`src/rtl/chxy_pkg.sv`:
```
package chxy_pkg;

   // Fraction bits of the ratio magnitude |r|.
   localparam int RATIO_FRAC_BITS = 15;

   localparam int COMP_W = 16;                  // raw X and Y sample width
   localparam int NUM_W = 16;                   // |numerator|, at most 2^15
   localparam int DEN_W = 17;                   // denominator, at most 2^16
   localparam int M_W = RATIO_FRAC_BITS + 1;    // |r| in 0 .. 1.0
   localparam int DIV_STAGES = M_W;             // one quotient bit per stage
   localparam int C_W = 26;                     // polynomial coefficient width
   localparam int LIN_W = C_W + M_W;            // coefficient times |r|
   localparam int ANG_FRAC = 16;                // fraction bits of the angle
   localparam int ANG_W = 30;                   // signed angle and heading sums
   localparam int DECL_W = 12;
   localparam int HEAD_W = 12;

   // 0.9817 and 0.1963 rad scaled to deci-degrees, 16 fraction bits.
   localparam logic [C_W-1:0] C1_Q16 = C_W'(36862209);
   localparam logic [C_W-1:0] C3_Q16 = C_W'(7370940);

   localparam logic [ANG_W-1:0] BASE_LO = ANG_W'(450 * (2 ** ANG_FRAC));
   localparam logic [ANG_W-1:0] BASE_HI = ANG_W'(1350 * (2 ** ANG_FRAC));
   localparam logic [ANG_W-1:0] FULL_TURN = ANG_W'(3600 * (2 ** ANG_FRAC));

   // Per-item flags that ride along the pipeline next to the data.
   typedef struct packed {
      logic base_hi;    // x negative: base angle 135 degrees
      logic neg_r;      // ratio is negative
      logic y_neg;      // result angle is mirrored
      logic both_zero;  // both components zero: angle is zero
   } side_type;

endpackage

```
`src/rtl/compass_heading_from_xy.sv`:
```
// Compass heading from the two horizontal magnetometer components.
//
// The req channel takes one item per accepted beat: x_component in
// req_tdata[15:0] and y_component in req_tdata[31:16], both two's complement.
// The rsp channel returns one item per input item, in order: the heading in
// deci-degrees, 0 to 3599, in rsp_tdata[11:0], with the upper bits zero.
// The declination register is written through csr_wr_en and csr_wr_data and
// is added to every heading; write it only while no items are in flight.
//
// The pipeline has one fold stage, sixteen divider stages (one quotient bit each),
// four polynomial stages and two heading stages. Throughput is one item per
// cycle while rsp_tready does not stall the output.
// Every stage holds its own valid bit, so a stall on rsp_tready only freezes
// occupied stages; empty stages keep filling and req_tready falls only when
// the whole pipeline is full. Nothing is dropped or repeated on a stall.
// Reset empties the pipeline and clears the declination to zero.
module compass_heading_from_xy (
   input  logic        clock,
   input  logic        reset,
   input  logic        csr_wr_en,
   input  logic [11:0] csr_wr_data,   // declination_decideg, signed
   input  logic        req_tvalid,
   output logic        req_tready,
   input  logic [31:0] req_tdata,     // [15:0] x_component, [31:16] y_component
   output logic        rsp_tvalid,
   input  logic        rsp_tready,
   output logic [15:0] rsp_tdata      // [11:0] heading_decideg, [15:12] zero
);
   import chxy_pkg::*;

   logic [DECL_W-1:0] decl_ff;

   logic              fold_valid, fold_ready;
   logic [NUM_W-1:0]  fold_unum;
   logic [DEN_W-1:0]  fold_den;
   side_type          fold_side;

   logic              div_valid, div_ready;
   logic [M_W-1:0]    div_ratio;
   side_type          div_side;

   logic              poly_valid, poly_ready;
   logic [C_W-1:0]    poly_mag;
   side_type          poly_side;

   logic [HEAD_W-1:0] heading;

   // Declination register; the user must write it only while the pipeline is idle, the block does not enforce this.
   always_ff @(posedge clock) begin
      if (reset) begin
         decl_ff <= '0;
      end else if (csr_wr_en) begin
         decl_ff <= csr_wr_data;
      end
   end

   // Quadrant fold: ratio numerator magnitude, divisor and sign flags.
   chxy_fold u_fold (
      .clock     (clock),
      .reset     (reset),
      .in_valid  (req_tvalid),
      .in_ready  (req_tready),
      .in_x      (req_tdata[15:0]),
      .in_y      (req_tdata[31:16]),
      .out_valid (fold_valid),
      .out_ready (fold_ready),
      .out_unum  (fold_unum),
      .out_den   (fold_den),
      .out_side  (fold_side)
   );

   // Truncating division producing |r| with RATIO_FRAC_BITS fraction bits.
   chxy_div u_div (
      .clock     (clock),
      .reset     (reset),
      .in_valid  (fold_valid),
      .in_ready  (fold_ready),
      .in_unum   (fold_unum),
      .in_den    (fold_den),
      .in_side   (fold_side),
      .out_valid (div_valid),
      .out_ready (div_ready),
      .out_ratio (div_ratio),
      .out_side  (div_side)
   );

   // Odd cubic correction C1*|r| - C3*|r|^3 in deci-degrees.
   chxy_poly u_poly (
      .clock     (clock),
      .reset     (reset),
      .in_valid  (div_valid),
      .in_ready  (div_ready),
      .in_ratio  (div_ratio),
      .in_side   (div_side),
      .out_valid (poly_valid),
      .out_ready (poly_ready),
      .out_mag   (poly_mag),
      .out_side  (poly_side)
   );

   // Base angle, mirror, declination and wrap; holds the output register.
   chxy_heading u_heading (
      .clock       (clock),
      .reset       (reset),
      .in_valid    (poly_valid),
      .in_ready    (poly_ready),
      .in_mag      (poly_mag),
      .in_side     (poly_side),
      .decl        (decl_ff),
      .out_valid   (rsp_tvalid),
      .out_ready   (rsp_tready),
      .out_heading (heading)
   );

   assign rsp_tdata = {4'b0000, heading};

endmodule

```
`src/rtl/chxy_fold.sv`:
```
module chxy_fold (
   input  logic                          clock,
   input  logic                          reset,
   input  logic                          in_valid,
   output logic                          in_ready,
   input  logic [chxy_pkg::COMP_W-1:0]   in_x,
   input  logic [chxy_pkg::COMP_W-1:0]   in_y,
   output logic                          out_valid,
   input  logic                          out_ready,
   output logic [chxy_pkg::NUM_W-1:0]    out_unum,
   output logic [chxy_pkg::DEN_W-1:0]    out_den,
   output chxy_pkg::side_type            out_side
);
   import chxy_pkg::*;

   logic                valid_ff;
   logic                adv;
   logic [DEN_W-1:0]    ay;
   logic [DEN_W:0]      xe;
   logic [DEN_W:0]      ae;
   logic [DEN_W:0]      num_w;
   logic [DEN_W:0]      den_w;
   logic [DEN_W:0]      mag_w;
   logic [NUM_W-1:0]    unum_in, unum_ff;
   logic [DEN_W-1:0]    den_in, den_ff;
   side_type            side_in, side_ff;

   assign adv = !valid_ff || out_ready;
   assign in_ready = adv;

   // Fold the four quadrants onto a ratio whose magnitude stays within one.
   always_comb begin
      ay = in_y[COMP_W-1] ? (DEN_W'(0) - {in_y[COMP_W-1], in_y}) : {1'b0, in_y};
      xe = {{2{in_x[COMP_W-1]}}, in_x};
      ae = {1'b0, ay};
      if (!in_x[COMP_W-1]) begin
         num_w = xe - ae;
         den_w = xe + ae;
      end else begin
         num_w = xe + ae;
         den_w = ae - xe;
      end
      mag_w = num_w[DEN_W] ? ((DEN_W + 1)'(0) - num_w) : num_w;
      side_in.base_hi = in_x[COMP_W-1];
      side_in.neg_r = num_w[DEN_W];
      side_in.y_neg = in_y[COMP_W-1];
      side_in.both_zero = (in_x == '0) && (in_y == '0);
      unum_in = mag_w[NUM_W-1:0];
      // A zero denominator only occurs for the all-zero input, whose angle is forced.
      den_in = side_in.both_zero ? DEN_W'(1) : den_w[DEN_W-1:0];
   end

   always_ff @(posedge clock) begin
      if (reset) begin
         valid_ff <= 1'b0;
      end else if (adv) begin
         valid_ff <= in_valid;
      end
   end

   always_ff @(posedge clock) begin
      if (adv && in_valid) begin
         unum_ff <= unum_in;
         den_ff <= den_in;
         side_ff <= side_in;
      end
   end

   assign out_valid = valid_ff;
   assign out_unum = unum_ff;
   assign out_den = den_ff;
   assign out_side = side_ff;

endmodule

```
`src/rtl/chxy_div.sv`:
```
module chxy_div (
   input  logic                          clock,
   input  logic                          reset,
   input  logic                          in_valid,
   output logic                          in_ready,
   input  logic [chxy_pkg::NUM_W-1:0]    in_unum,
   input  logic [chxy_pkg::DEN_W-1:0]    in_den,
   input  chxy_pkg::side_type            in_side,
   output logic                          out_valid,
   input  logic                          out_ready,
   output logic [chxy_pkg::M_W-1:0]      out_ratio,
   output chxy_pkg::side_type            out_side
);
   import chxy_pkg::*;

   logic [DIV_STAGES-1:0] valid_ff;
   logic [DIV_STAGES:0]   adv;
   logic                  src_valid [DIV_STAGES];
   logic [DEN_W-1:0]      src_den   [DIV_STAGES];
   side_type              src_side  [DIV_STAGES];
   logic [DEN_W:0]        cand      [DIV_STAGES];
   logic                  qbit      [DIV_STAGES];
   logic [DEN_W-1:0]      rem_in    [DIV_STAGES];
   logic [DEN_W-1:0]      rem_ff    [DIV_STAGES];
   logic [M_W-1:0]        quo_in    [DIV_STAGES];
   logic [M_W-1:0]        quo_ff    [DIV_STAGES];
   logic [DEN_W-1:0]      den_ff    [DIV_STAGES];
   side_type              side_ff   [DIV_STAGES];

   assign adv[DIV_STAGES] = out_ready;
   assign in_ready = adv[0];

   // Restoring division, one quotient bit per stage, most significant first.
   // The first stage sees the numerator itself, which never exceeds the divisor.
   for (genvar k = 0; k < DIV_STAGES; k++) begin : g_stage
      if (k == 0) begin : g_first
         assign src_valid[k] = in_valid;
         assign src_den[k] = in_den;
         assign src_side[k] = in_side;
         assign cand[k] = (DEN_W + 1)'(in_unum);
         assign quo_in[k] = M_W'(qbit[k]);
      end else begin : g_next
         assign src_valid[k] = valid_ff[k-1];
         assign src_den[k] = den_ff[k-1];
         assign src_side[k] = side_ff[k-1];
         assign cand[k] = {rem_ff[k-1], 1'b0};
         assign quo_in[k] = {quo_ff[k-1][M_W-2:0], qbit[k]};
      end

      assign adv[k] = !valid_ff[k] || adv[k+1];
      assign qbit[k] = cand[k] >= {1'b0, src_den[k]};
      assign rem_in[k] = qbit[k] ? DEN_W'(cand[k] - {1'b0, src_den[k]}) : DEN_W'(cand[k]);

      always_ff @(posedge clock) begin
         if (reset) begin
            valid_ff[k] <= 1'b0;
         end else if (adv[k]) begin
            valid_ff[k] <= src_valid[k];
         end
      end

      always_ff @(posedge clock) begin
         if (adv[k] && src_valid[k]) begin
            rem_ff[k] <= rem_in[k];
            quo_ff[k] <= quo_in[k];
            den_ff[k] <= src_den[k];
            side_ff[k] <= src_side[k];
         end
      end
   end

   assign out_valid = valid_ff[DIV_STAGES-1];
   assign out_ratio = quo_ff[DIV_STAGES-1];
   assign out_side = side_ff[DIV_STAGES-1];

   // The final remainder is always below the divisor.
   assert property (@(posedge clock) disable iff (reset)
      valid_ff[DIV_STAGES-1] |-> rem_ff[DIV_STAGES-1] < den_ff[DIV_STAGES-1])
      else $error("divider remainder not below divisor");

   // Since the numerator never exceeds the divisor, the ratio is at most one.
   assert property (@(posedge clock) disable iff (reset)
      out_valid |-> out_ratio <= (M_W)'(2 ** RATIO_FRAC_BITS))
      else $error("ratio magnitude above one");

endmodule

```
`src/rtl/chxy_poly.sv`:
```
module chxy_poly (
   input  logic                          clock,
   input  logic                          reset,
   input  logic                          in_valid,
   output logic                          in_ready,
   input  logic [chxy_pkg::M_W-1:0]      in_ratio,
   input  chxy_pkg::side_type            in_side,
   output logic                          out_valid,
   input  logic                          out_ready,
   output logic [chxy_pkg::C_W-1:0]      out_mag,
   output chxy_pkg::side_type            out_side
);
   import chxy_pkg::*;

   logic [3:0]         valid_ff;
   logic [4:0]         adv;
   logic [3:0]         src_valid;
   side_type           side_ff [4];
   side_type           src_side [4];
   logic [2*M_W-1:0]   sq_w;
   logic [2*M_W-1:0]   cube_w;
   logic [M_W-1:0]     m1_ff, sq1_in, sq1_ff;
   logic [M_W-1:0]     m2_ff, cube2_in, cube2_ff;
   logic [LIN_W-1:0]   lin3_in, lin3_ff, cub3_in, cub3_ff;
   logic [LIN_W-1:0]   diff_w;
   logic [C_W-1:0]     mag4_in, mag4_ff;

   assign adv[4] = out_ready;
   assign in_ready = adv[0];
   assign src_valid = {valid_ff[2:0], in_valid};
   assign src_side[0] = in_side;
   assign src_side[1] = side_ff[0];
   assign src_side[2] = side_ff[1];
   assign src_side[3] = side_ff[2];

   for (genvar k = 0; k < 4; k++) begin : g_ctl
      assign adv[k] = !valid_ff[k] || adv[k+1];

      always_ff @(posedge clock) begin
         if (reset) begin
            valid_ff[k] <= 1'b0;
         end else if (adv[k]) begin
            valid_ff[k] <= src_valid[k];
         end
      end

      always_ff @(posedge clock) begin
         if (adv[k] && src_valid[k]) begin
            side_ff[k] <= src_side[k];
         end
      end
   end

   // Stage one squares |r|, stage two cubes it, stage three scales both terms,
   // stage four takes their difference back to 16 fraction bits.
   always_comb begin
      sq_w = (2 * M_W)'(in_ratio) * (2 * M_W)'(in_ratio);
      sq1_in = M_W'(sq_w >> RATIO_FRAC_BITS);
      cube_w = (2 * M_W)'(sq1_ff) * (2 * M_W)'(m1_ff);
      cube2_in = M_W'(cube_w >> RATIO_FRAC_BITS);
      lin3_in = LIN_W'(C1_Q16) * LIN_W'(m2_ff);
      cub3_in = LIN_W'(C3_Q16) * LIN_W'(cube2_ff);
      diff_w = lin3_ff - cub3_ff;
      mag4_in = C_W'(diff_w >> RATIO_FRAC_BITS);
   end

   always_ff @(posedge clock) begin
      if (adv[0] && src_valid[0]) begin
         m1_ff <= in_ratio;
         sq1_ff <= sq1_in;
      end
      if (adv[1] && src_valid[1]) begin
         m2_ff <= m1_ff;
         cube2_ff <= cube2_in;
      end
      if (adv[2] && src_valid[2]) begin
         lin3_ff <= lin3_in;
         cub3_ff <= cub3_in;
      end
      if (adv[3] && src_valid[3]) begin
         mag4_ff <= mag4_in;
      end
   end

   assign out_valid = valid_ff[3];
   assign out_mag = mag4_ff;
   assign out_side = side_ff[3];

   // The cubic term never outweighs the linear one.
   assert property (@(posedge clock) disable iff (reset)
      valid_ff[2] |-> cub3_ff <= lin3_ff)
      else $error("cubic term exceeds linear term");

endmodule

```
`src/rtl/chxy_heading.sv`:
```
module chxy_heading (
   input  logic                          clock,
   input  logic                          reset,
   input  logic                          in_valid,
   output logic                          in_ready,
   input  logic [chxy_pkg::C_W-1:0]      in_mag,
   input  chxy_pkg::side_type            in_side,
   input  logic [chxy_pkg::DECL_W-1:0]   decl,
   output logic                          out_valid,
   input  logic                          out_ready,
   output logic [chxy_pkg::HEAD_W-1:0]   out_heading
);
   import chxy_pkg::*;

   logic [1:0]          valid_ff;
   logic [2:0]          adv;
   logic [ANG_W-1:0]    base_w;
   logic [ANG_W-1:0]    mag_w;
   logic                add_mag;
   logic [ANG_W-1:0]    ang_in, ang_ff;
   logic [ANG_W-1:0]    sum_w, plus_w, minus_w, wrap_w;
   logic [HEAD_W-1:0]   head_in, head_ff;

   assign adv[2] = out_ready;
   assign adv[1] = !valid_ff[1] || adv[2];
   assign adv[0] = !valid_ff[0] || adv[1];
   assign in_ready = adv[0];

   // The mirror for negative y is folded into the base and the direction of
   // the correction, so a single add or subtract forms the signed angle.
   always_comb begin
      base_w = in_side.base_hi ? BASE_HI : BASE_LO;
      if (in_side.y_neg) begin
         base_w = ANG_W'(0) - base_w;
      end
      mag_w = ANG_W'(in_mag);
      add_mag = in_side.neg_r ^ in_side.y_neg;
      if (in_side.both_zero) begin
         ang_in = '0;
      end else if (add_mag) begin
         ang_in = base_w + mag_w;
      end else begin
         ang_in = base_w - mag_w;
      end
   end

   // Add the declination and wrap once. After the wrap the sum is below a full
   // turn; only a sum still negative after adding a turn needs clamping.
   always_comb begin
      sum_w = ang_ff + {{(ANG_W - DECL_W - ANG_FRAC){decl[DECL_W-1]}}, decl,
                        {ANG_FRAC{1'b0}}};
      plus_w = sum_w + FULL_TURN;
      minus_w = sum_w - FULL_TURN;
      if (sum_w[ANG_W-1]) begin
         wrap_w = plus_w[ANG_W-1] ? '0 : plus_w;
      end else if (!minus_w[ANG_W-1]) begin
         wrap_w = minus_w;
      end else begin
         wrap_w = sum_w;
      end
      head_in = wrap_w[ANG_FRAC+HEAD_W-1:ANG_FRAC];
   end

   always_ff @(posedge clock) begin
      if (reset) begin
         valid_ff <= 2'b00;
      end else begin
         if (adv[0]) begin
            valid_ff[0] <= in_valid;
         end
         if (adv[1]) begin
            valid_ff[1] <= valid_ff[0];
         end
      end
   end

   always_ff @(posedge clock) begin
      if (adv[0] && in_valid) begin
         ang_ff <= ang_in;
      end
      if (adv[1] && valid_ff[0]) begin
         head_ff <= head_in;
      end
   end

   assign out_valid = valid_ff[1];
   assign out_heading = head_ff;

   // A heading never leaves the range of one turn.
   assert property (@(posedge clock) disable iff (reset)
      out_valid |-> out_heading < HEAD_W'(3600))
      else $error("heading out of range");

   // A held result is not dropped while the receiver stalls.
   assert property (@(posedge clock) disable iff (reset)
      out_valid && !out_ready |=> out_valid && $stable(out_heading))
      else $error("stalled heading lost or changed");

endmodule
```
`config.mk`:
```
export PLATFORM = sky130hd
export DESIGN_NAME = compass_heading_from_xy
export DESIGN_NICKNAME = d
export VERILOG_FILES = /design/src/rtl/chxy_pkg.sv /design/src/rtl/compass_heading_from_xy.sv /design/src/rtl/chxy_fold.sv /design/src/rtl/chxy_div.sv /design/src/rtl/chxy_poly.sv /design/src/rtl/chxy_heading.sv
export SDC_FILE = /design/constraint.sdc
export NUM_CORES = 2
export LEC_CHECK = 0
export BUFFER_PORTS_ARGS = -buffer_cell sky130_fd_sc_hd__buf_2
export CORE_UTILIZATION = 60
export CTS_CLUSTER_DIAMETER = 100
export DETAILED_ROUTE_END_ITERATION = 10
export PLACE_DENSITY = 0.84
export SLEW_MARGIN = 10
export SYNTH_ARGS = -nofsm -noshare
export SYNTH_HDL_FRONTEND = slang
export SYNTH_SLANG_ARGS = --single-unit
```
`constraint.sdc`:
```
create_clock -name clock -period 11.4 [get_ports clock]
set_input_delay 1.14 -clock clock [delete_from_list [all_inputs] [get_ports clock]]
set_output_delay 1.14 -clock clock [all_outputs]
set_load 0.03 [all_outputs]
```
Yosys cells after proc, flatten, opt, wreduce, memory -nomap -nowiden:

Memories as Yosys holds them, arrays and structs flattened.
Index checks and enable logic that the tools add are counted.
Widths: inputs -> output; s select.

* add/subtract/negate cells: 28
* multiply operators: 4
* order comparisons: 16
* multiplexer cells: 66
* bitwise operators: 1
* reduce and logical (&&, ||, !) cells: 72

Operators with widths (number)
* $mux 17: 18
* $sub 17x17->17: 16
* $ge 18x17->1: 15
* $mux 28: 3
* $mul 16x16->31: 2
* $mux 30: 2
* $mul 26x16->41 const A: 1
* $sub 41x39->41: 1
* $mux 1: 40
* $mul 21x16->37 const A: 1
* $logic_not 16->1: 2
* $add 30x26->30: 1
* $add 30x28->30 const B: 1
* $add 30x30->30: 1
* $sub 1x30->30 const A: 1
* $sub 30x26->30: 1
* $sub 30x28->30 const B: 1
* $mux 27: 1
* $logic_and 1x1->1: 24
* $logic_not 1->1: 23
* $logic_or 1x1->1: 23
* $add 18x17->18: 1
* $mux 18: 1
* $sub 18x17->18: 1
* other kinds (6): 6

* register bits: 282
* bits in writable memories: 880
* input bits: 49
* output and inout bits: 18
* word-level logic and storage cells: 231
* memories kept: 5

Memory list
* u_div.den_ff: depth 16, width 17, rd ports 15, clocked after memory_dff 0, write ports 16, line chxy_div.sv:27 `logic [DEN_W-1:0] den_ff [DIV_STAGES];`
* u_div.rem_ff: depth 16, width 17, rd ports 15, clocked after memory_dff 0, write ports 16, line chxy_div.sv:24 `logic [DEN_W-1:0] rem_ff [DIV_STAGES];`
* u_div.quo_ff: depth 16, width 16, rd ports 16, clocked after memory_dff 0, write ports 16, line chxy_div.sv:26 `logic [M_W-1:0] quo_ff [DIV_STAGES];`
* u_div.side_ff: depth 16, width 4, rd ports 16, clocked after memory_dff 0, write ports 16, line chxy_div.sv:28 `side_type side_ff [DIV_STAGES];`
* u_poly.side_ff: depth 4, width 4, rd ports 4, clocked after memory_dff 0, write ports 4, line chxy_poly.sv:18 `side_type side_ff [4];`

Logic depth before layout (Yosys ltp):

* word-level depth: 26
* depth in mapped cells: 26
* gate-level depth less buffers: 25

By module:

Synthesis repeated with hierarchy kept, for this count alone.

* cells, all modules: 7281
* area total of the unflattened synthesis: 78046.1 µm²

By module, submodules not included
* chxy_div: instances 1, cells each 3146, area an instance 37603.6 µm²
* chxy_poly: instances 1, cells each 3210, area an instance 32521.2 µm²
* chxy_fold: instances 1, cells each 552, area an instance 4515.6 µm²
* chxy_heading: instances 1, cells each 330, area an instance 2951.6 µm²
* compass_heading_from_xy: instances 1, cells each 43, area an instance 454.2 µm²

Worst setup path before layout:

OpenSTA, ideal clock, no wires.

* path type: input -> register
* start: in rsp_tready
* end: reg u_poly.cub3_ff[10] (enable)
* arrival time: 7247 ps
* slack: 3513 ps
* stages: 3
* cells stage by stage: nor2b_1 and3_1 a21boi_0

* word-level cells in the longest chain between the ends: 5

Ends and longest elaborated chain
* from (decl): line compass_heading_from_xy.sv:26 `input logic rsp_tready,`
* $logic_or 1x1->1: line chxy_heading.sv:25 `assign adv[1] = !valid_ff[1] || adv[2];`
* $logic_or 1x1->1: line chxy_heading.sv:26 `assign adv[0] = !valid_ff[0] || adv[1];`
* $logic_or 1x1->1 (2 in series): line chxy_poly.sv:37 `assign adv[k] = !valid_ff[k] || adv[k+1];`
* $logic_and 1x1->1: line chxy_poly.sv:76 `if (adv[2] && src_valid[2]) begin`
* to (signal assigned): line chxy_poly.sv:78 `cub3_ff <= cub3_in;`
* to (decl): line chxy_poly.sv:24 `logic [LIN_W-1:0] lin3_in, lin3_ff, cub3_in, cub3_ff;`

No other way between the ends.
A chain may end at the register's enable or synchronous reset.

Worst setup path in the final report:

* start: reg u_poly.sq1_ff[3]
* end: reg u_poly.cube2_ff[15], data pin

* word-level cells in the longest chain between the ends: 1

Ends and longest elaborated chain
* from (decl): line chxy_poly.sv:22 `logic [M_W-1:0] m1_ff, sq1_in, sq1_ff;`
* from (signal assigned): line chxy_poly.sv:70 `sq1_ff <= sq1_in;`
* $mul 16x16->31: line chxy_poly.sv:59 `cube_w = (2 * M_W)'(sq1_ff) * (2 * M_W)'(m1_ff);`
* net u_poly.cube_w[30]: line chxy_poly.sv:21 `logic [2*M_W-1:0] cube_w;`
* to (signal assigned): line chxy_poly.sv:74 `cube2_ff <= cube2_in;`
* to (decl): line chxy_poly.sv:23 `logic [M_W-1:0] m2_ff, cube2_in, cube2_ff;`

The timed path passes the listed nets, and every way through them passes these cells.

==> flow_summary_export.csv <==
group,metric,value,unit
run_status,status,"completed",
detailed_routing,wl_met2,83800,µm
detailed_routing,routedWlPerCell,18.8,µm
worst_setup_path,r2r_start,"u_poly.sq1_ff[3]",
cells_and_area,area_growth_syn_to_layout,7.35,%
timing,rsz0062_at_grt,"no",
clocking,clkTransAtPathRegs,70,ps
placement,dp_slack,4080,ps
detailed_routing,met3_length,9600,µm
clocking,cts_setup_buffers,0,
placement,finalWeightedCongestion,0.951,
grt,grt_max_degree,75,
clocking,cts_buffers,102,
clocking,htreeDepth,3,
worst_setup_path,worstSetupStartpointType,"register",
detailed_routing,drc,0,
logic_synthesis,synthTopCellsByArea,"edfxtp_1 37%, fa_1 15%, ha_1 14%, inv_1 6.1%, xnor2_1 3.3%",
timing,hold_slack,406,ps
grt,grt_pass1_wl,270000,µm
detailed_routing,drtIter0Drc,3687,
clocking,cts_resized,0,
floorplan,die_y,359,µm
timing,hold_viol,0,
logic_synthesis,syn_avg_cell_area,11.0,µm²
clocking,clk_latency,730,ps
logic_synthesis,ys.flop_type,"edfxtp_1",
logic_synthesis,synth_seq_cells,990,
grt,antenna_found_initial,4,
min_path,min_path_type,"reg2reg",
grt,grt_pass1_vias,52561,
worst_setup_path,crit_top_cell,"fa_1",
power_and_ir_drop,powerDensity,103,nW/µm²
logic_synthesis,synth_top_area_cell,"edfxtp_1",
logic_synthesis,synth_area,76600,µm²
placement,io_buffer_count,62,
detailed_routing,wl,165000,µm
clocking,cts_buffer_depth,3,
grt,grt_overflow_total,0,
floorplan,initial_utilization,60.7,%
clocking,cts_root_buffer,"clkbuf_16",
worst_setup_path,worstPathArrival,7840,ps
detailed_routing,dr.pass1.iters,6,
detailed_routing,m1WireLength,66000,µm
worst_setup_path,rrSetupSlack,3990,ps
worst_setup_path,slowest_delay,630,ps
timing,setup_ws,3990,ps
worst_setup_path,crit_start,"u_poly.sq1_ff[3]",
logic_synthesis,seq_area_frac_synth,38.3,%
run,maxCapViolCount,0,
logic_synthesis,netlist.area_leader.share,37.4,%
timing,min_period,7410,ps
logic_synthesis,ys_warn_count,0,
timing,slew_headroom,23.0,%
timing,finalSetupViolCount,0,
floorplan,coreArea,126000,µm²
detailed_routing,ant_nets,0,
clocking,postCtsHoldBufs,0,
logic_synthesis,netlist_top_cells_count,"1,235 x inv_1, 955 x edfxtp_1, 870 x ha_1",
cells_and_area,final_nets,8528,
cells_and_area,drive_gt1_share,6.51,%
power_and_ir_drop,ir_worst_vdd,0.125,mV
worst_setup_path,crit_required,11830,ps
timing,finClkSkew,64.2,ps
worst_setup_path,crit_chain,"and2_1, fa_1, inv_1, fa_1, fa_1, inv_1, fa_1, fa_1, inv_1, fa_1, inv_1, ha_1, nand3_1, a211oi_1, nand2_1, o221ai_1, nand2_1, a2111oi_1, o21a_1, o21ai_1, a21oi_1, xnor2_1",
clocking,cts_tree,"built",
worst_setup_path,cp-endpoint,"u_poly.cube2_ff[15]",
worst_setup_path,end_kind,"register",
timing,tightestPinTransition,1150,ps
logic_synthesis,synth.most_common_cell,"inv_1",
placement,dp_hpwl,127000,µm
logic_synthesis,synth_edf_count,955,
timing,maxSlewViolCount,0,
worst_setup_path,critPathKind,"reg2reg",
placement,dpl-instance-area,78800,µm²
floorplan,die-area,129000,µm²
cells_and_area,num-fill-cells,9152,
detailed_routing,via_per_inst,5.79,
timing,tns,0,ps
cells_and_area,fin_area,82200,µm²
timing,period_share,65.0,%
grt,grt_util_all_layers,26.0,%
worst_setup_path,cp_slowest_cell,"edfxtp_1",
cells_and_area,diodes,0,
logic_synthesis,syn_inst,6981,
worst_setup_path,r2r-end,"u_poly.cube2_ff[15]",
logic_synthesis,async_reset_ff_share,0,%
power_and_ir_drop,p_leak,36.3,nW
worst_setup_path,cp_max_fo,16,
detailed_routing,num_vias,50878,
timing,max_freq,135,MHz
floorplan,num_rows,130,
detailed_routing,routed.top_layer,"met5",
clocking,cts_sinks,990,
floorplan,die_x,359,µm
worst_setup_path,r2r_cells,22,
logic_synthesis,yosysUniqueCellTypes,102,
floorplan,ios,67,
==> critical path, delay by kind of cell, from the launching register on <==
family / cells / cell delay, ps
fa+ha+maj: 7 / 3600
buf+inv: 4 / 230
xor+xnor: 1 / 90
flops: 1 / 630
compound gates: 6 / 1900
simple gates: 4 / 670
==> per-stage QoR <==
| step | instances | util [%] | total power [mW] |
|---|---|---|---|
| finish | 8788 | 65.2 | 8.46 |
| CTS | 8787 | 65.1 | 8.50 |
| floorplan | 6985 | - | 4.94 |
| detailed placement | 8593 | 62.5 | 5.15 |
| global placement | 8593 | 62.5 | 5.11 |
| global route | 8788 | 65.2 | 8.73 |
==> logic make-up after synthesis <==
group / count (synthesis) / share of synthesized area [%]
AO/OA/AOI/OAI: 1088 / 9.25
XOR/XNOR: 410 / 4.72
adder cells (fa/ha/maj): 1431 / 28.9
buffers and inverters: 1367 / 6.80
flip-flops: 990 / 38.3
multiplexers: 156 / 2.23
other: 2 / 0.00980
AND/OR/NAND/NOR: 1537 / 9.78
==> worst min path at each step <==
stage | from | endpoint | slack (ps) | depth (start not counted)
after detailed placement | u_div.quo_ff[0][85] | u_div.quo_ff[0][102] | 400 | 0
after global placement | u_div.quo_ff[1][93] | u_div.quo_ff[1][110] | 400 | 0
after floorplan | u_div.quo_ff[0][83] | u_div.quo_ff[0][100] | 400 | 0
after global routing | u_div.quo_ff[0][119] | u_div.quo_ff[1][8] | 420 | 0
after CTS | u_poly.side_ff[2][2] | u_poly.side_ff[3][2] | 410 | 0
final | u_poly.side_ff[2][2] | u_poly.side_ff[3][2] | 410 | 0
==> where the power goes <==
part	internal (mW)	switching (mW)
Clock	1.88	1.49
Combinational	0.427	0.540
Sequential	4.07	0.0559
Total	6.38	2.09
==> area by class of cell <==
cell class / count / area, µm² / share of cell area [%]
Clock inverter: 79 / 738 / 0.898
Inverter: 1237 / 4640 / 5.65
Tap cell: 1650 / 2060 / 2.51
Clock buffer: 115 / 2650 / 3.23
Sequential cell: 990 / 29400 / 35.7
Timing Repair Buffer: 89 / 526 / 0.639
Multi-Input combinational cell: 4628 / 42200 / 51.4
==> sequential cells by signal (all words and copies together) (netlist names), 17 cells and up <==
signal / count
u_div.side_ff: 64
u_fold.out_den: 17
u_poly.cub3_ff: 37
u_poly.out_mag: 26
u_div.quo_ff: 136
u_div.den_ff: 255
u_poly.lin3_ff: 39
u_div.rem_ff: 255
==> routing by layer <==
metal / vias up / global-route usage (%)
met5: - / 0
met4: 2 / 8.75
met3: 385 / 3.65
met2: 1723 / 46.1
met1: 24915 / 32.5
li1: 23853 / -
==> cells in the final DEF (no fill, tap or decap), types with 15 or more instances in the layout <==
cell	instances
a211oi_1	37
a21boi_0	22
a21o_1	127
a21oi_1	315
a31oi_1	26
and2_1	192
and3_1	37
buf_2	62
buf_4	26
clkbuf_16	104
clkinv_1	20
clkinv_2	20
clkinvlp_4	18
dfxtp_1	35
edfxtp_1	955
fa_1	561
ha_1	870
inv_1	1235
mux2_2	117
mux2i_1	37
nand2_1	479
nand2b_1	49
nand3_1	82
nand4_1	67
nor2_1	326
nor2b_1	82
nor3_1	93
nor4_1	22
o211ai_1	24
o21a_1	44
o21ai_0	226
o21ai_1	15
o21bai_1	39
o31ai_1	39
o41ai_1	15
or2_2	19
or3_1	43
xnor2_1	291
xor2_1	116
Power figures use the tool's default switching activity.
